--- src/rtl/gbt_pkg.sv ---
// Shared constants and widths of the gesture box tracking controller.
package gbt_pkg;

	// shared multiplier operand and product widths
	localparam int MUL_A_W = 34;
	localparam int MUL_B_W = 16;
	localparam int MUL_P_W = MUL_A_W + MUL_B_W;

	// interpolation divider: dividend, divisor and quotient widths
	localparam int DIV_Q_W = 12;
	localparam int DIV_D_W = 17;
	localparam int DIV_N_W = DIV_D_W + DIV_Q_W;

	// request op codes
	localparam logic [1:0] OP_BOX     = 2'd0;
	localparam logic [1:0] OP_EMPTY   = 2'd1;
	localparam logic [1:0] OP_HOME    = 2'd2;
	localparam logic [1:0] OP_IGNORED = 2'd3;

	// configuration register indexes
	localparam logic [2:0] CFG_PAN_DZ    = 3'd0;
	localparam logic [2:0] CFG_START_BND = 3'd1;
	localparam logic [2:0] CFG_TGT_SIZE  = 3'd2;
	localparam logic [2:0] CFG_SIZE_DZ   = 3'd3;
	localparam logic [2:0] CFG_SETTLE    = 3'd4;
	localparam logic [2:0] CFG_MOVE_DUR  = 3'd5;
	localparam logic [2:0] CFG_SRC_W     = 3'd6;
	localparam logic [2:0] CFG_SRC_H     = 3'd7;

	// servo pulse limits and fixed move lengths
	localparam logic [11:0] PULSE_HOME = 12'd1500;
	localparam logic [11:0] PULSE_LOW  = 12'd500;
	localparam logic [11:0] PULSE_HIGH = 12'd2500;
	localparam logic [15:0] HOLD_MS    = 16'd20;
	localparam logic [15:0] HOME_MS    = 16'd500;

	// chassis direction codes
	localparam logic signed [1:0] DIR_NONE = 2'sb00;
	localparam logic signed [1:0] DIR_POS  = 2'sb01;
	localparam logic signed [1:0] DIR_NEG  = 2'sb11;

endpackage

--- src/rtl/gbt_item_if.sv ---
// Input channel: detection box, empty frame and home requests.
interface gbt_item_if;
	logic        valid;
	logic        ready;
	logic [1:0]  op;
	logic [15:0] box_x;
	logic [15:0] box_y;
	logic [15:0] box_w;
	logic [15:0] box_h;
	logic        last_box;
	logic [31:0] now_ms;

	modport source(output valid, op, box_x, box_y, box_w, box_h, last_box, now_ms,
		input ready);
	modport sink(input valid, op, box_x, box_y, box_w, box_h, last_box, now_ms,
		output ready);
endinterface

--- src/rtl/gbt_result_if.sv ---
// Output channel: servo and chassis command results.
interface gbt_result_if;
	logic               valid;
	logic               ready;
	logic               servo_cmd_valid;
	logic [11:0]        servo_goal_us;
	logic [15:0]        servo_move_ms;
	logic               chassis_cmd_valid;
	logic signed [1:0]  drive_dir;
	logic signed [1:0]  steer_dir;
	logic [11:0]        servo_estimate_us;

	modport source(output valid, servo_cmd_valid, servo_goal_us, servo_move_ms,
		chassis_cmd_valid, drive_dir, steer_dir, servo_estimate_us, input ready);
	modport sink(input valid, servo_cmd_valid, servo_goal_us, servo_move_ms,
		chassis_cmd_valid, drive_dir, steer_dir, servo_estimate_us, output ready);
endinterface

--- src/rtl/gesture_box_tracking_controller.sv ---
// Top level of the gesture box tracking controller: sequencer, state and ports.
//
// Usage. The item channel takes requests: op 0 is one detection box of a frame
// (last_box marks the frame's final box), op 1 an empty frame, op 2 a return of
// the tilt servo to home, op 3 is dropped. A box that is not last is only
// gathered (largest area wins, first on ties) and gives no result. A frame end,
// an empty frame or a home request gives one result on the result channel:
// servo command, chassis direction change and the interpolated servo estimate.
// Work per request: a home request goes straight to the result register; a box
// passes the area and best steps; an empty frame passes the servo estimate; a
// frame end passes both and then the 12 geometry products, made on one shared
// 34x16 multiplier once per cycle. A bit-serial divider rounds the estimate.
// Ready is high only while the sequencer is idle, so one request is in work at a
// time. The finished result sits in an output register; the next request is
// taken while it waits, and a later result waits until the receiver takes it.
// Reset (arst_n low) loads register defaults, centers the servo state at 1500 us,
// stops the chassis and empties the result register. The user must write configuration
// via cfg_we, cfg_index, cfg_data only while no request is in work (not enforced).
module gesture_box_tracking_controller import gbt_pkg::*; #(
	parameter int DISPLAY_WIDTH  = 400,
	parameter int DISPLAY_HEIGHT = 320,
	parameter int FRAC_BITS      = 4
) (
	input  logic          clk,
	input  logic          arst_n,
	gbt_item_if.sink      item,
	gbt_result_if.source  result,
	input  logic          cfg_we,
	input  logic [2:0]    cfg_index,
	input  logic [15:0]   cfg_data
);

	localparam logic [MUL_B_W-1:0] DW = MUL_B_W'(DISPLAY_WIDTH);
	localparam logic [MUL_B_W-1:0] DH = MUL_B_W'(DISPLAY_HEIGHT);

	// geometry sequence: step names tell which product is issued
	localparam logic [3:0] GS_EY  = 4'd0;
	localparam logic [3:0] GS_EX  = 4'd1;
	localparam logic [3:0] GS_DZY = 4'd2;
	localparam logic [3:0] GS_DZX = 4'd3;
	localparam logic [3:0] GS_SBY = 4'd4;
	localparam logic [3:0] GS_GW0 = 4'd5;
	localparam logic [3:0] GS_GW1 = 4'd6;
	localparam logic [3:0] GS_GH0 = 4'd7;
	localparam logic [3:0] GS_GH1 = 4'd8;
	localparam logic [3:0] GS_SS  = 4'd9;
	localparam logic [3:0] GS_TSS = 4'd10;
	localparam logic [3:0] GS_DZS = 4'd11;
	localparam logic [3:0] GS_END = 4'd12;

	typedef enum logic [3:0] {
		ST_IDLE,
		ST_AREA,
		ST_BEST,
		ST_EST,
		ST_EST_MUL,
		ST_EST_DIV,
		ST_GEO,
		ST_DECIDE,
		ST_EMIT
	} state_t;

	state_t state_q;
	logic [3:0] step_q;

	// configuration registers
	logic [7:0]  pan_dz_q, start_band_q, size_dz_q;
	logic [9:0]  target_size_q;
	logic [15:0] settle_q, move_dur_q;
	logic [11:0] src_w_q, src_h_q;

	// request being worked on
	logic [1:0]  op_q;
	logic [15:0] cur_x_q, cur_y_q, cur_w_q, cur_h_q;
	logic        last_q;
	logic [31:0] now_q;

	// frame gathering
	logic [31:0] top_area_q;
	logic        has_box_q;
	logic [15:0] bx_q, by_q, bw_q, bh_q;

	// tilt servo state
	logic [11:0] pos_q, origin_q, goal_q;
	logic [31:0] mst_q, stop_time_q;
	logic [15:0] mlen_q;
	logic        moving_q, stop_pend_q, dneg_q;

	// chassis state and command flags
	logic signed [1:0] drive_q, steer_q;
	logic        srv_cmd_q, chs_cmd_q;
	logic [15:0] srv_ms_q;

	// geometry products
	logic [32:0] ey_mag_q, ex_mag_q, ss_q;
	logic [28:0] dzy_q, dzx_q, sby_q;
	logic [40:0] g_q, dzs_q;
	logic [42:0] tss_q;

	// result register
	logic              res_valid_q, res_srv_q, res_chs_q;
	logic [11:0]       res_goal_q, res_est_q;
	logic [15:0]       res_ms_q;
	logic signed [1:0] res_drive_q, res_steer_q;
	logic              emit_fire;

	// shared units
	logic [MUL_A_W-1:0] mul_a;
	logic [MUL_B_W-1:0] mul_b;
	logic [MUL_P_W-1:0] prod_q;
	logic               div_start, div_done;
	logic [DIV_N_W-1:0] div_num;
	logic [DIV_D_W-1:0] div_den;
	logic [DIV_Q_W-1:0] div_quo;

	gbt_mul u_mul (
		.clk   (clk),
		.a     (mul_a),
		.b     (mul_b),
		.prod_q(prod_q)
	);

	gbt_div u_div (
		.clk   (clk),
		.arst_n(arst_n),
		.start (div_start),
		.num   (div_num),
		.den   (div_den),
		.done  (div_done),
		.quo   (div_quo)
	);

	function automatic logic [11:0] clamp_pulse(input logic signed [13:0] v);
		logic [11:0] r;
		if (v < $signed({2'b00, PULSE_LOW})) r = PULSE_LOW;
		else if (v > $signed({2'b00, PULSE_HIGH})) r = PULSE_HIGH;
		else r = v[11:0];
		return r;
	endfunction

	// box center offsets against the source center, doubled to stay integral
	logic [19:0] sh, sw;
	logic [20:0] sh2, sw2;
	logic [17:0] sum_y, sum_x;
	logic signed [21:0] ty, tx;
	logic [21:0] ty_abs, tx_abs;
	logic ty_neg, tx_neg;

	assign sh    = 20'(src_h_q) << FRAC_BITS;
	assign sw    = 20'(src_w_q) << FRAC_BITS;
	assign sh2   = {sh, 1'b0};
	assign sw2   = {sw, 1'b0};
	assign sum_y = {1'b0, by_q, 1'b0} + {2'b00, bh_q};
	assign sum_x = {1'b0, bx_q, 1'b0} + {2'b00, bw_q};
	assign ty    = $signed({4'b0000, sum_y}) - $signed({2'b00, sh});
	assign tx    = $signed({4'b0000, sum_x}) - $signed({2'b00, sw});
	assign ty_neg = ty[21];
	assign tx_neg = tx[21];
	assign ty_abs = ty_neg ? (22'd0 - ty) : ty;
	assign tx_abs = tx_neg ? (22'd0 - tx) : tx;

	// interpolation inputs
	logic [31:0] elapsed;
	logic signed [12:0] dsig;
	logic [12:0] dabs;
	logic est_active;

	assign elapsed    = now_q - mst_q;
	assign dsig       = $signed({1'b0, goal_q}) - $signed({1'b0, origin_q});
	assign dabs       = dsig[12] ? (13'd0 - dsig) : dsig;
	assign est_active = moving_q && (mlen_q != 16'd0) && (origin_q != goal_q);

	// round half up: floor((2*num + L) / 2L); negative num folds into a ceiling
	assign div_start = (state_q == ST_EST_MUL);
	assign div_num   = DIV_N_W'({prod_q[26:0], 1'b0}) + DIV_N_W'(mlen_q)
		- DIV_N_W'(dneg_q);
	assign div_den   = {mlen_q, 1'b0};

	logic signed [13:0] q_s, interp;
	assign q_s    = dneg_q ? (14'sd0 - $signed({2'b00, div_quo})) : $signed({2'b00, div_quo});
	assign interp = $signed({2'b00, origin_q}) + q_s;

	// operand selection for the shared multiplier
	always_comb begin
		mul_a = '0;
		mul_b = '0;
		case (state_q)
			ST_AREA: begin
				mul_a = MUL_A_W'(cur_w_q);
				mul_b = cur_h_q;
			end
			ST_EST: begin
				mul_a = MUL_A_W'(elapsed[15:0]);
				mul_b = MUL_B_W'(dabs[11:0]);
			end
			ST_GEO: begin
				case (step_q)
					GS_EY:  begin mul_a = MUL_A_W'(ty_abs[20:0]); mul_b = DH; end
					GS_EX:  begin mul_a = MUL_A_W'(tx_abs[20:0]); mul_b = DW; end
					GS_DZY: begin mul_a = MUL_A_W'(sh2); mul_b = MUL_B_W'(pan_dz_q); end
					GS_DZX: begin mul_a = MUL_A_W'(sw2); mul_b = MUL_B_W'(pan_dz_q); end
					GS_SBY: begin mul_a = MUL_A_W'(sh2); mul_b = MUL_B_W'(start_band_q); end
					GS_GW0: begin mul_a = MUL_A_W'(bw_q); mul_b = DW; end
					GS_GW1: begin mul_a = MUL_A_W'(prod_q[27:0]); mul_b = MUL_B_W'(src_h_q); end
					GS_GH0: begin mul_a = MUL_A_W'(bh_q); mul_b = DH; end
					GS_GH1: begin mul_a = MUL_A_W'(prod_q[27:0]); mul_b = MUL_B_W'(src_w_q); end
					GS_SS:  begin mul_a = MUL_A_W'(sh2); mul_b = MUL_B_W'(src_w_q); end
					GS_TSS: begin
						mul_a = MUL_A_W'(prod_q[32:0]);
						mul_b = MUL_B_W'(target_size_q);
					end
					GS_DZS: begin mul_a = MUL_A_W'(ss_q); mul_b = MUL_B_W'(size_dz_q); end
					default: ;
				endcase
			end
			default: ;
		endcase
	end

	// tracking decisions, all exact integer compares
	logic stop_only, tgt_hi, tgt_lo, has_tgt, settled, in_band;
	logic want_stop, do_stop, do_set, ex_hi, ex_lo, fwd, back, chs_change;
	logic [11:0] tgt_val;
	logic [43:0] sum_gd, sum_td;
	logic signed [1:0] turn_c, vx_c, nx_drive, nx_steer;

	assign stop_only = (op_q == OP_EMPTY) || (src_w_q == 12'd0) || (src_h_q == 12'd0);
	assign tgt_hi    = !ty_neg && (ey_mag_q > 33'(dzy_q));
	assign tgt_lo    = ty_neg && (ey_mag_q > 33'(dzy_q));
	assign has_tgt   = tgt_hi || tgt_lo;
	assign tgt_val   = tgt_hi ? PULSE_HIGH : PULSE_LOW;
	assign settled   = !stop_pend_q || ((now_q - stop_time_q) >= 32'(settle_q));
	assign in_band   = ey_mag_q < 33'(sby_q);
	assign want_stop = stop_only || !has_tgt || (moving_q && (tgt_val != goal_q));
	assign do_stop   = want_stop && moving_q;
	assign do_set    = !want_stop && !moving_q && settled && !in_band && (tgt_val != pos_q);

	assign ex_hi  = !tx_neg && (ex_mag_q > 33'(dzx_q));
	assign ex_lo  = tx_neg && (ex_mag_q > 33'(dzx_q));
	assign sum_gd = 44'(g_q) + 44'(dzs_q);
	assign sum_td = 44'(tss_q) + 44'(dzs_q);
	assign fwd    = 44'(tss_q) > sum_gd;
	assign back   = 44'(g_q) > sum_td;
	assign turn_c = ex_hi ? DIR_POS : (ex_lo ? DIR_NEG : DIR_NONE);
	assign vx_c   = fwd ? DIR_POS : (back ? DIR_NEG : DIR_NONE);

	// a turn in progress keeps turning, a drive keeps driving, turning wins otherwise
	always_comb begin
		nx_drive = DIR_NONE;
		nx_steer = DIR_NONE;
		if (stop_only) begin
			nx_drive = DIR_NONE;
		end else if (steer_q != DIR_NONE) begin
			nx_steer = turn_c;
		end else if (drive_q != DIR_NONE) begin
			nx_drive = vx_c;
		end else if (turn_c != DIR_NONE) begin
			nx_steer = turn_c;
		end else begin
			nx_drive = vx_c;
		end
	end

	assign chs_change = (nx_drive != drive_q) || (nx_steer != steer_q);

	// load the result register when the sequencer is done and the slot is free or taken
	assign emit_fire = (state_q == ST_EMIT) && (!res_valid_q || result.ready);

	// configuration writes
	always_ff @(posedge clk or negedge arst_n) begin
		if (!arst_n) begin
			pan_dz_q      <= 8'd25;
			start_band_q  <= 8'd40;
			target_size_q <= 10'd160;
			size_dz_q     <= 8'd20;
			settle_q      <= 16'd300;
			move_dur_q    <= 16'd8000;
			src_w_q       <= 12'd192;
			src_h_q       <= 12'd192;
		end else if (cfg_we) begin
			case (cfg_index)
				CFG_PAN_DZ:    pan_dz_q      <= cfg_data[7:0];
				CFG_START_BND: start_band_q  <= cfg_data[7:0];
				CFG_TGT_SIZE:  target_size_q <= cfg_data[9:0];
				CFG_SIZE_DZ:   size_dz_q     <= cfg_data[7:0];
				CFG_SETTLE:    settle_q      <= cfg_data;
				CFG_MOVE_DUR:  move_dur_q    <= cfg_data;
				CFG_SRC_W:     src_w_q       <= cfg_data[11:0];
				CFG_SRC_H:     src_h_q       <= cfg_data[11:0];
				default: ;
			endcase
		end
	end

	// sequencer, tracking state and result register
	always_ff @(posedge clk or negedge arst_n) begin
		if (!arst_n) begin
			state_q     <= ST_IDLE;
			step_q      <= GS_EY;
			top_area_q  <= '0;
			has_box_q   <= 1'b0;
			bx_q        <= '0;
			by_q        <= '0;
			bw_q        <= '0;
			bh_q        <= '0;
			pos_q       <= PULSE_HOME;
			origin_q    <= PULSE_HOME;
			goal_q      <= PULSE_HOME;
			mst_q       <= '0;
			mlen_q      <= '0;
			moving_q    <= 1'b0;
			stop_time_q <= '0;
			stop_pend_q <= 1'b0;
			drive_q     <= DIR_NONE;
			steer_q     <= DIR_NONE;
			srv_cmd_q   <= 1'b0;
			chs_cmd_q   <= 1'b0;
			srv_ms_q    <= '0;
			res_valid_q <= 1'b0;
		end else begin
			if (emit_fire) res_valid_q <= 1'b1;
			else if (result.valid && result.ready) res_valid_q <= 1'b0;
			case (state_q)
				ST_IDLE: begin
					if (item.valid) begin
						op_q      <= item.op;
						cur_x_q   <= item.box_x;
						cur_y_q   <= item.box_y;
						cur_w_q   <= item.box_w;
						cur_h_q   <= item.box_h;
						last_q    <= item.last_box;
						now_q     <= item.now_ms;
						srv_cmd_q <= 1'b0;
						chs_cmd_q <= 1'b0;
						srv_ms_q  <= '0;
						case (item.op)
							OP_BOX: state_q <= ST_AREA;
							OP_EMPTY: begin
								top_area_q <= '0;
								has_box_q  <= 1'b0;
								state_q    <= ST_EST;
							end
							OP_HOME: begin
								top_area_q  <= '0;
								has_box_q   <= 1'b0;
								chs_cmd_q   <= 1'b1;
								drive_q     <= DIR_NONE;
								steer_q     <= DIR_NONE;
								srv_cmd_q   <= 1'b1;
								srv_ms_q    <= HOME_MS;
								pos_q       <= PULSE_HOME;
								origin_q    <= PULSE_HOME;
								goal_q      <= PULSE_HOME;
								mst_q       <= item.now_ms;
								mlen_q      <= HOME_MS;
								moving_q    <= 1'b0;
								stop_pend_q <= 1'b0;
								state_q     <= ST_EMIT;
							end
							default: ;
						endcase
					end
				end
				ST_AREA: state_q <= ST_BEST;
				ST_BEST: begin
					// keep the first of equal areas
					if (!has_box_q || (prod_q[31:0] > top_area_q)) begin
						top_area_q <= prod_q[31:0];
						has_box_q  <= 1'b1;
						bx_q       <= cur_x_q;
						by_q       <= cur_y_q;
						bw_q       <= cur_w_q;
						bh_q       <= cur_h_q;
					end
					state_q <= last_q ? ST_EST : ST_IDLE;
				end
				ST_EST: begin
					step_q <= GS_EY;
					if (!est_active) begin
						state_q <= stop_only ? ST_DECIDE : ST_GEO;
					end else if (elapsed >= 32'(mlen_q)) begin
						pos_q    <= goal_q;
						moving_q <= 1'b0;
						// a stop request on a move that just ran out still starts the settle time
						if (stop_only) begin
							stop_time_q <= now_q;
							stop_pend_q <= 1'b1;
						end
						state_q  <= stop_only ? ST_DECIDE : ST_GEO;
					end else begin
						dneg_q  <= dsig[12];
						state_q <= ST_EST_MUL;
					end
				end
				ST_EST_MUL: state_q <= ST_EST_DIV;
				ST_EST_DIV: begin
					if (div_done) begin
						pos_q   <= clamp_pulse(interp);
						state_q <= stop_only ? ST_DECIDE : ST_GEO;
					end
				end
				ST_GEO: begin
					// capture the product issued one step earlier
					step_q <= step_q + 4'd1;
					case (step_q)
						GS_EX:  ey_mag_q <= prod_q[32:0];
						GS_DZY: ex_mag_q <= prod_q[32:0];
						GS_DZX: dzy_q    <= prod_q[28:0];
						GS_SBY: dzx_q    <= prod_q[28:0];
						GS_GW0: sby_q    <= prod_q[28:0];
						GS_GH0: g_q      <= 41'(prod_q[39:0]);
						GS_SS:  g_q      <= g_q + 41'(prod_q[39:0]);
						GS_TSS: ss_q     <= prod_q[32:0];
						GS_DZS: tss_q    <= prod_q[42:0];
						GS_END: begin
							dzs_q   <= prod_q[40:0];
							state_q <= ST_DECIDE;
						end
						default: ;
					endcase
				end
				ST_DECIDE: begin
					if (do_stop) begin
						// hold at the estimate for a short move, then settle
						srv_cmd_q   <= 1'b1;
						srv_ms_q    <= HOLD_MS;
						origin_q    <= pos_q;
						goal_q      <= pos_q;
						mst_q       <= now_q;
						mlen_q      <= HOLD_MS;
						moving_q    <= 1'b0;
						stop_time_q <= now_q;
						stop_pend_q <= 1'b1;
					end else if (do_set) begin
						srv_cmd_q <= 1'b1;
						srv_ms_q  <= move_dur_q;
						origin_q  <= pos_q;
						goal_q    <= tgt_val;
						mst_q     <= now_q;
						mlen_q    <= move_dur_q;
						moving_q  <= move_dur_q > HOLD_MS;
						if (move_dur_q > HOLD_MS) stop_pend_q <= 1'b0;
					end
					if (chs_change) begin
						chs_cmd_q <= 1'b1;
						drive_q   <= nx_drive;
						steer_q   <= nx_steer;
					end
					top_area_q <= '0;
					has_box_q  <= 1'b0;
					state_q    <= ST_EMIT;
				end
				ST_EMIT: begin
					if (emit_fire) begin
						res_srv_q   <= srv_cmd_q;
						res_goal_q  <= goal_q;
						res_ms_q    <= srv_ms_q;
						res_chs_q   <= chs_cmd_q;
						res_drive_q <= drive_q;
						res_steer_q <= steer_q;
						res_est_q   <= pos_q;
						state_q     <= ST_IDLE;
					end
				end
				default: state_q <= ST_IDLE;
			endcase
		end
	end

	assign item.ready               = (state_q == ST_IDLE);
	assign result.valid             = res_valid_q;
	assign result.servo_cmd_valid   = res_srv_q;
	assign result.servo_goal_us     = res_goal_q;
	assign result.servo_move_ms     = res_ms_q;
	assign result.chassis_cmd_valid = res_chs_q;
	assign result.drive_dir         = res_drive_q;
	assign result.steer_dir         = res_steer_q;
	assign result.servo_estimate_us = res_est_q;

`ifndef SYNTHESIS
	a_pos_range: assert property (@(posedge clk) disable iff (!arst_n)
		(pos_q >= PULSE_LOW) && (pos_q <= PULSE_HIGH))
		else $error("servo estimate out of pulse range");

	a_busy_after_accept: assert property (@(posedge clk) disable iff (!arst_n)
		(item.valid && item.ready && (item.op != OP_IGNORED)) |=> !item.ready)
		else $error("request taken while previous one still in work");

	a_div_done_state: assert property (@(posedge clk) disable iff (!arst_n)
		div_done |-> (state_q == ST_EST_DIV))
		else $error("divider finished outside interpolation");

	a_one_chassis_axis: assert property (@(posedge clk) disable iff (!arst_n)
		!((drive_q != DIR_NONE) && (steer_q != DIR_NONE)))
		else $error("chassis drives and turns at once");
`endif

endmodule

--- src/rtl/gbt_mul.sv ---
// Shared unsigned multiplier with a registered product.
module gbt_mul import gbt_pkg::*; (
	input  logic               clk,
	input  logic [MUL_A_W-1:0] a,
	input  logic [MUL_B_W-1:0] b,
	output logic [MUL_P_W-1:0] prod_q
);

	always_ff @(posedge clk) begin
		prod_q <= a * b;
	end

endmodule

--- src/rtl/gbt_div.sv ---
// Restoring divider, one quotient bit per cycle.
module gbt_div import gbt_pkg::*; (
	input  logic               clk,
	input  logic               arst_n,
	input  logic               start,
	input  logic [DIV_N_W-1:0] num,
	input  logic [DIV_D_W-1:0] den,
	output logic               done,
	output logic [DIV_Q_W-1:0] quo
);

	localparam int CNT_W = $clog2(DIV_Q_W + 1);

	logic [CNT_W-1:0]   cnt_q;
	logic               done_q;
	logic [DIV_D_W-1:0] rem_q;
	logic [DIV_D_W-1:0] den_q;
	logic [DIV_Q_W-1:0] bits_q;
	logic [DIV_Q_W-1:0] quo_q;
	logic [DIV_D_W:0]   trial;
	logic [DIV_D_W:0]   diff;
	logic               fits;

	assign trial = {rem_q, bits_q[DIV_Q_W-1]};
	assign diff  = trial - {1'b0, den_q};
	assign fits  = trial >= {1'b0, den_q};

	always_ff @(posedge clk or negedge arst_n) begin
		if (!arst_n) begin
			cnt_q  <= '0;
			done_q <= 1'b0;
		end else begin
			done_q <= 1'b0;
			if (start) begin
				cnt_q <= CNT_W'(DIV_Q_W);
			end else if (cnt_q != '0) begin
				cnt_q  <= cnt_q - 1'b1;
				done_q <= (cnt_q == CNT_W'(1));
			end
		end
	end

	// the top bits of the dividend start below the divisor
	always_ff @(posedge clk) begin
		if (start) begin
			rem_q  <= num[DIV_N_W-1:DIV_Q_W];
			bits_q <= num[DIV_Q_W-1:0];
			den_q  <= den;
		end else if (cnt_q != '0) begin
			rem_q  <= fits ? diff[DIV_D_W-1:0] : trial[DIV_D_W-1:0];
			bits_q <= bits_q << 1;
			quo_q  <= {quo_q[DIV_Q_W-2:0], fits};
		end
	end

	assign done = done_q;
	assign quo  = quo_q;

endmodule

--- src/flat_wrapper.sv ---
// flat-port wrapper written by rule: the top's interface ports become plain ports
module gesture_box_tracking_controller_flat import gbt_pkg::*;
#(
	parameter int DISPLAY_WIDTH  = 400,
	parameter int DISPLAY_HEIGHT = 320,
	parameter int FRAC_BITS      = 4
)
  (clk, arst_n, cfg_we, cfg_index, cfg_data, item_valid, item_op, item_box_x, item_box_y, item_box_w, item_box_h, item_last_box, item_now_ms, item_ready, result_valid, result_servo_cmd_valid, result_servo_goal_us, result_servo_move_ms, result_chassis_cmd_valid, result_drive_dir, result_steer_dir, result_servo_estimate_us, result_ready);
  gbt_item_if item_i ();
  gbt_result_if result_i ();
  input  logic clk;
  input  logic arst_n;
  input  logic cfg_we;
  input  logic [2:0] cfg_index;
  input  logic [15:0] cfg_data;
  input wire logic [$bits(item_i.valid)-1:0] item_valid;
  input wire logic [$bits(item_i.op)-1:0] item_op;
  input wire logic [$bits(item_i.box_x)-1:0] item_box_x;
  input wire logic [$bits(item_i.box_y)-1:0] item_box_y;
  input wire logic [$bits(item_i.box_w)-1:0] item_box_w;
  input wire logic [$bits(item_i.box_h)-1:0] item_box_h;
  input wire logic [$bits(item_i.last_box)-1:0] item_last_box;
  input wire logic [$bits(item_i.now_ms)-1:0] item_now_ms;
  output wire logic [$bits(item_i.ready)-1:0] item_ready;
  output wire logic [$bits(result_i.valid)-1:0] result_valid;
  output wire logic [$bits(result_i.servo_cmd_valid)-1:0] result_servo_cmd_valid;
  output wire logic [$bits(result_i.servo_goal_us)-1:0] result_servo_goal_us;
  output wire logic [$bits(result_i.servo_move_ms)-1:0] result_servo_move_ms;
  output wire logic [$bits(result_i.chassis_cmd_valid)-1:0] result_chassis_cmd_valid;
  output wire logic [$bits(result_i.drive_dir)-1:0] result_drive_dir;
  output wire logic [$bits(result_i.steer_dir)-1:0] result_steer_dir;
  output wire logic [$bits(result_i.servo_estimate_us)-1:0] result_servo_estimate_us;
  input wire logic [$bits(result_i.ready)-1:0] result_ready;
  assign item_i.valid = item_valid;
  assign item_i.op = item_op;
  assign item_i.box_x = item_box_x;
  assign item_i.box_y = item_box_y;
  assign item_i.box_w = item_box_w;
  assign item_i.box_h = item_box_h;
  assign item_i.last_box = item_last_box;
  assign item_i.now_ms = item_now_ms;
  assign item_ready = item_i.ready;
  assign result_valid = result_i.valid;
  assign result_servo_cmd_valid = result_i.servo_cmd_valid;
  assign result_servo_goal_us = result_i.servo_goal_us;
  assign result_servo_move_ms = result_i.servo_move_ms;
  assign result_chassis_cmd_valid = result_i.chassis_cmd_valid;
  assign result_drive_dir = result_i.drive_dir;
  assign result_steer_dir = result_i.steer_dir;
  assign result_servo_estimate_us = result_i.servo_estimate_us;
  assign result_i.ready = result_ready;
  gesture_box_tracking_controller #(.DISPLAY_WIDTH(DISPLAY_WIDTH), .DISPLAY_HEIGHT(DISPLAY_HEIGHT), .FRAC_BITS(FRAC_BITS)) u_core (.clk(clk), .arst_n(arst_n), .item(item_i), .result(result_i), .cfg_we(cfg_we), .cfg_index(cfg_index), .cfg_data(cfg_data));
endmodule
--- config.mk ---
export PLATFORM = sky130hd
export DESIGN_NAME = gesture_box_tracking_controller_flat
export DESIGN_NICKNAME = d
export VERILOG_FILES = /design/src/rtl/gbt_pkg.sv /design/src/rtl/gbt_item_if.sv /design/src/rtl/gbt_result_if.sv /design/src/rtl/gesture_box_tracking_controller.sv /design/src/rtl/gbt_mul.sv /design/src/rtl/gbt_div.sv /design/src/flat_wrapper.sv
export SDC_FILE = /design/constraint.sdc
export NUM_CORES = 2
export LEC_CHECK = 0
export BUFFER_PORTS_ARGS = -buffer_cell sky130_fd_sc_hd__buf_2
export CORE_MARGIN = 2
export CORE_UTILIZATION = 55
export CTS_CLUSTER_DIAMETER = 50
export DETAILED_ROUTE_END_ITERATION = 10
export GPL_ROUTABILITY_DRIVEN = 0
export PLACE_DENSITY_LB_ADDON = 0.08
export SLEW_MARGIN = 20
export SYNTH_ARGS = -nofsm -noshare
export SYNTH_HDL_FRONTEND = slang
export SYNTH_SLANG_ARGS = --single-unit
--- constraint.sdc ---
create_clock -name clk -period 11.05 [get_ports clk]
set_clock_uncertainty 0.05 [all_clocks]
set_input_delay 1.6575 -clock clk [delete_from_list [all_inputs] [get_ports clk]]
set_output_delay 1.6575 -clock clk [all_outputs]
set_load 0.005 [all_outputs]
==> impl_metrics.env <==
export IMPL_post_synth_xor_area_fraction_pct=3.821
export IMPL_yosys_cell_types_count=102
export IMPL_syn_area_sq_um=70140
export IMPL_vertical_extent_of_the_die_microns=361.1
export IMPL_synth_warnings=0
export IMPL_comb_power_share_pct=58.0
export IMPL_synth_top_family_by_area="adder cells"
export IMPL_core_box_area_sq_um=127000
export IMPL_synth_edf_count=514
export IMPL_synthFlopType="sky130_fd_sc_hd__edfxtp_1"
export IMPL_post_route_cells_drive_above_1_share_pct=11.68
export IMPL_synth_adder_area_share_pct=24.48
export IMPL_clk_insertion_delay_late_ps=780
export IMPL_rsz0062_at_grt="no"
export IMPL_grt_max_degree=87
export IMPL_multi_input_comb_area_sq_um=41130
export IMPL_pwr_share_clk_pct=18.1
export IMPL_ys_seq_elements=898
export IMPL_clockRootBuffer="sky130_fd_sc_hd__clkbuf_16"
export IMPL_timing_slew_headroom_pct=20.76
export IMPL_synth_compound_area_share_pct=14.61
export IMPL_report_final_hold_viol_count=0
export IMPL_clk_pin_slew_ps=60
export IMPL_grt_total_usage_pct=32.13
export IMPL_totalPowerFinal_w=0.02160
export IMPL_syn_inst=6996
export IMPL_synth_seq_area_share_pct=35.48
export IMPL_nNetsFinal=8555
export IMPL_dp_hpwl_microns=162100
export IMPL_worst_path_largest_cell_delay_ps=570
export IMPL_routed_wire_length_per_instance_microns=22.87
export IMPL_cpMaxStageDelayCell="sky130_fd_sc_hd__fa_1"
export IMPL_cts_buffer_depth=3
export IMPL_internal_power_w=0.01168
export IMPL_critical_path_startpoint_type="flip-flop"
export IMPL_fp_dieW_microns=361.1
export IMPL_worst_slew_pin_transition_ps=1181
export IMPL_cap_viol_max_count=0
export IMPL_number_of_antenna_violations_at_the_first_check_in_global_routing=20
export IMPL_power_density_nw_per_um2=276.2
export IMPL_ant_nets=0
export IMPL_grt_ovfl_total=0
export IMPL_switching_power_w=0.009925
export IMPL_syn2layout_area_growth_pct=11.50
export IMPL_numPortBuffers=170
export IMPL_site_rows=131
export IMPL_first_global_vias=53140
export IMPL_totalWireLength_microns=208200
export IMPL_drc=0
export IMPL_finalCritPeriodShare_pct=95.22
export IMPL_max_fanout_on_critical_path=12
export IMPL_via_count_normalized_by_instance_count=5.956
export IMPL_io_pins=171
export IMPL_drt_pass_1_iters=6
export IMPL_critPathArrivalTime_ps=11130
export IMPL_cts_sinks=898
export IMPL_holdCritPathClass="flip-flop to flip-flop"
export IMPL_synthMuxAreaShare_pct=3.603
export IMPL_crit_required_ps=11660
export IMPL_violation_count_after_the_first_detailed_routing_iteration=5016
export IMPL_cts_htree_levels=3
export IMPL_fmax_mhz=95.04
export IMPL_n_fill_cell=10550
export IMPL_tritoncts="done"
export IMPL_synthSimpleGateAreaFrac_pct=11.51
export IMPL_seqPwrFrac_pct=23.9
export IMPL_ys_async_sr_fraction_pct=37.97
export IMPL_avgSynthCellArea_sq_um=10.03
export IMPL_grt_first_pass_wirelength_microns=319900
export IMPL_floorplan_initialDensity_pct=55.22
export IMPL_tritoncts_num_buffers=117
export IMPL_crit_type="flip-flop to flip-flop"
export IMPL_seq_area_sq_um=24880
export IMPL_finalWorstPathRequiredPeriod_ps=10520
export IMPL_finalSetupViolCount=0
export IMPL_leakage_nw=35.15
export IMPL_dr_total_vias=54220
export IMPL_finalSetupTns_ps=0
export IMPL_critPathCaptureType="flip-flop"
export IMPL_net_switching_fraction_of_the_power_pct=45.95
export IMPL_vdd_ir_drop_worst_mv=0.2088
export IMPL_run_status="completed"
export IMPL_dieArea_sq_um=130400
export IMPL_slew_viol_final=0
[state kept, by name, indices dropped and copies added, names as in the netlist, 32 cells and up]
| signal | count |
|---|---|
| u_core.dzs_q | 41 |
| u_core.ex_mag_q | 33 |
| u_core.ey_mag_q | 33 |
| u_core.g_q | 41 |
| u_core.mst_q | 32 |
| u_core.now_q | 32 |
| u_core.ss_q | 33 |
| u_core.stop_time_q | 32 |
| u_core.top_area_q | 32 |
| u_core.tss_q | 43 |
| u_core.u_mul.prod_q | 43 |
[power groups by stage]
stage                     Combinational (W)  Sequential [W]  Clock (W)
after CTS                            0.0122         0.00514    0.00396
after global routing                 0.0138         0.00523    0.00409
after global placement               0.0118         0.00518          0
final                                0.0125         0.00517    0.00391
after floorplan                     0.00877         0.00493          0
after detailed placement             0.0121         0.00519          0
[cells in the final DEF (no fill, tap or decap), types with 83 or more instances in the layout]
| cell type | netlist | layout |
|---|---|---|
| sky130_fd_sc_hd__edfxtp_1 | 514 | 514 |
| sky130_fd_sc_hd__fa_1 | 454 | 454 |
| sky130_fd_sc_hd__dfrtp_1 | 297 | 297 |
| sky130_fd_sc_hd__a21oi_1 | 356 | 354 |
| sky130_fd_sc_hd__buf_2 | 6 | 169 |
| sky130_fd_sc_hd__inv_1 | 1002 | 1002 |
| sky130_fd_sc_hd__xor2_1 | 121 | 121 |
| sky130_fd_sc_hd__nor2b_1 | 83 | 83 |
| sky130_fd_sc_hd__nor3_1 | 95 | 90 |
| sky130_fd_sc_hd__clkbuf_16 | 0 | 120 |
| sky130_fd_sc_hd__nor2_1 | 358 | 353 |
| sky130_fd_sc_hd__and2_1 | 87 | 87 |
| sky130_fd_sc_hd__nand2_1 | 713 | 710 |
| sky130_fd_sc_hd__mux2_2 | 148 | 148 |
| sky130_fd_sc_hd__xnor2_1 | 185 | 185 |
| sky130_fd_sc_hd__a21o_1 | 187 | 187 |
| sky130_fd_sc_hd__ha_1 | 646 | 645 |
| sky130_fd_sc_hd__buf_4 | 2 | 183 |
| sky130_fd_sc_hd__o21ai_0 | 345 | 330 |
[metal layers]
metal	wire length (microns)	share of wire (%)	vias up	global-route usage, %
li1	-	-	24870	-
met1	91660	44	26800	46.48
met2	88430	42	2128	47.62
met3	19740	9.5	427	7.222
met4	8305	4.0	4	10.99
met5	31	0.015	-	0
[worst max-delay path, delay by kind of cell, from the launching register on]
family | cells | cell delay, ps
xor gates and xnor gates | 2 | 210
adders and majority gates | 9 | 4460
buffers and inverters | 9 | 770
and+or+nand+nor | 8 | 1440
AOI/OAI and AO/OA | 15 | 3160
DFF | 1 | 360
[final timing paths]
| check | slack [ps] | cells after the start | startpoint | endpoint |
|---|---|---|---|---|
| min | 360 | 0 | u_core.u_mul.prod_q[42] | u_core.tss_q[42] |
| min in group asynchronous | 660 | 1 | arst_n | u_core.mst_q[11] |
| max reg2reg | 530 | 43 | u_core.bw_q[8] | u_core.u_mul.prod_q[41] |
| max | 530 | 43 | u_core.bw_q[8] | u_core.u_mul.prod_q[41] |
| min reg2reg | 360 | 0 | u_core.u_mul.prod_q[42] | u_core.tss_q[42] |
| max in group asynchronous | 8340 | 3 | arst_n | u_core.goal_q[1] |
[per-stage QoR]
stage / util (%) / instance area [sq um] / setup slack, ps / hold WS, ps / cells
6_report: 61.57 / 78210 / 528.2 / 356.2 / 9104
5_1_grt: 61.56 / 78200 / 11.12 / 372.0 / 9101
4_1_cts: 61.46 / 78070 / 185.5 / 358.4 / 9094
3_5_place_dp: 58.29 / 74040 / 232.7 / 347.2 / 8870
3_3_place_gp: 58.29 / 74040 / 335.9 / 338.9 / 8870
2_1_floorplan: - / 70320 / 792.1 / 335.5 / 7044
[timing repair]
item,in CTS,in global routing
endpoints found under the hold margin,0,0
hold buffers,0,0
buffers inserted,0,5
setup endpoints to repair,0,7
gates resized for setup,0,21
[cell usage after synthesis (37+ instances only)]
| cell type | instances | area, sq um |
|---|---|---|
| sky130_fd_sc_hd__a22o_1 | 53 | 464.2 |
| sky130_fd_sc_hd__o21bai_1 | 38 | 285.3 |
| sky130_fd_sc_hd__clkbuf_1 | 154 | 578.1 |
| sky130_fd_sc_hd__o21ai_0 | 345 | 1727 |
| sky130_fd_sc_hd__nand2b_1 | 68 | 425.4 |
| sky130_fd_sc_hd__dfstp_2 | 44 | 1156 |
| sky130_fd_sc_hd__dfrtp_1 | 297 | 7432 |
| sky130_fd_sc_hd__a21oi_1 | 356 | 1782 |
| sky130_fd_sc_hd__nand2_1 | 713 | 2676 |
| sky130_fd_sc_hd__a31oi_1 | 73 | 456.7 |
| sky130_fd_sc_hd__nor3_1 | 95 | 475.5 |
| sky130_fd_sc_hd__nand3_1 | 73 | 365.4 |
| sky130_fd_sc_hd__or3_1 | 37 | 231.5 |
| sky130_fd_sc_hd__nor2b_1 | 83 | 519.3 |
| sky130_fd_sc_hd__mux2_2 | 148 | 1667 |
| sky130_fd_sc_hd__xor2_1 | 121 | 1060 |
| sky130_fd_sc_hd__nand4_1 | 71 | 444.2 |
| sky130_fd_sc_hd__xnor2_1 | 185 | 1620 |
| sky130_fd_sc_hd__edfxtp_1 | 514 | 15430 |
| sky130_fd_sc_hd__a22oi_1 | 64 | 480.5 |
| sky130_fd_sc_hd__a211oi_1 | 57 | 427.9 |
| sky130_fd_sc_hd__and2_1 | 87 | 544.3 |
| sky130_fd_sc_hd__inv_1 | 1002 | 3761 |
| sky130_fd_sc_hd__fa_1 | 454 | 9089 |
| sky130_fd_sc_hd__o21a_1 | 78 | 585.6 |
| sky130_fd_sc_hd__nor2_1 | 358 | 1344 |
| sky130_fd_sc_hd__ha_1 | 646 | 8083 |
| sky130_fd_sc_hd__a21o_1 | 187 | 1404 |
| sky130_fd_sc_hd__dfxtp_1 | 43 | 860.8 |
| sky130_fd_sc_hd__o211ai_1 | 45 | 337.8 |
[logic make-up (layout without fill, tap and decap cells)]
| group | count (synthesis) | after routing |
|---|---|---|
| mux | 218 | 218 |
| compound gates | 1550 | 1550 |
| buf+inv | 1192 | 1585 |
| simple gates | 1730 | 1730 |
| xor+xnor | 306 | 306 |
| flops | 898 | 898 |
| fa+ha+maj | 1100 | 1100 |
| other cells | 2 | 55 |
[cell type report]
cell class / count / area share [%]
tap: 1662 / 2.659
antenna: 5 / 0.01600
multi-input combinational: 4954 / 52.59
clock buffer: 150 / 4.035
timing repair buffer: 357 / 2.948
clock inverter: 74 / 1.117
inverter: 1004 / 4.820
sequential: 898 / 31.82
Power figures use the tool's default switching activity.
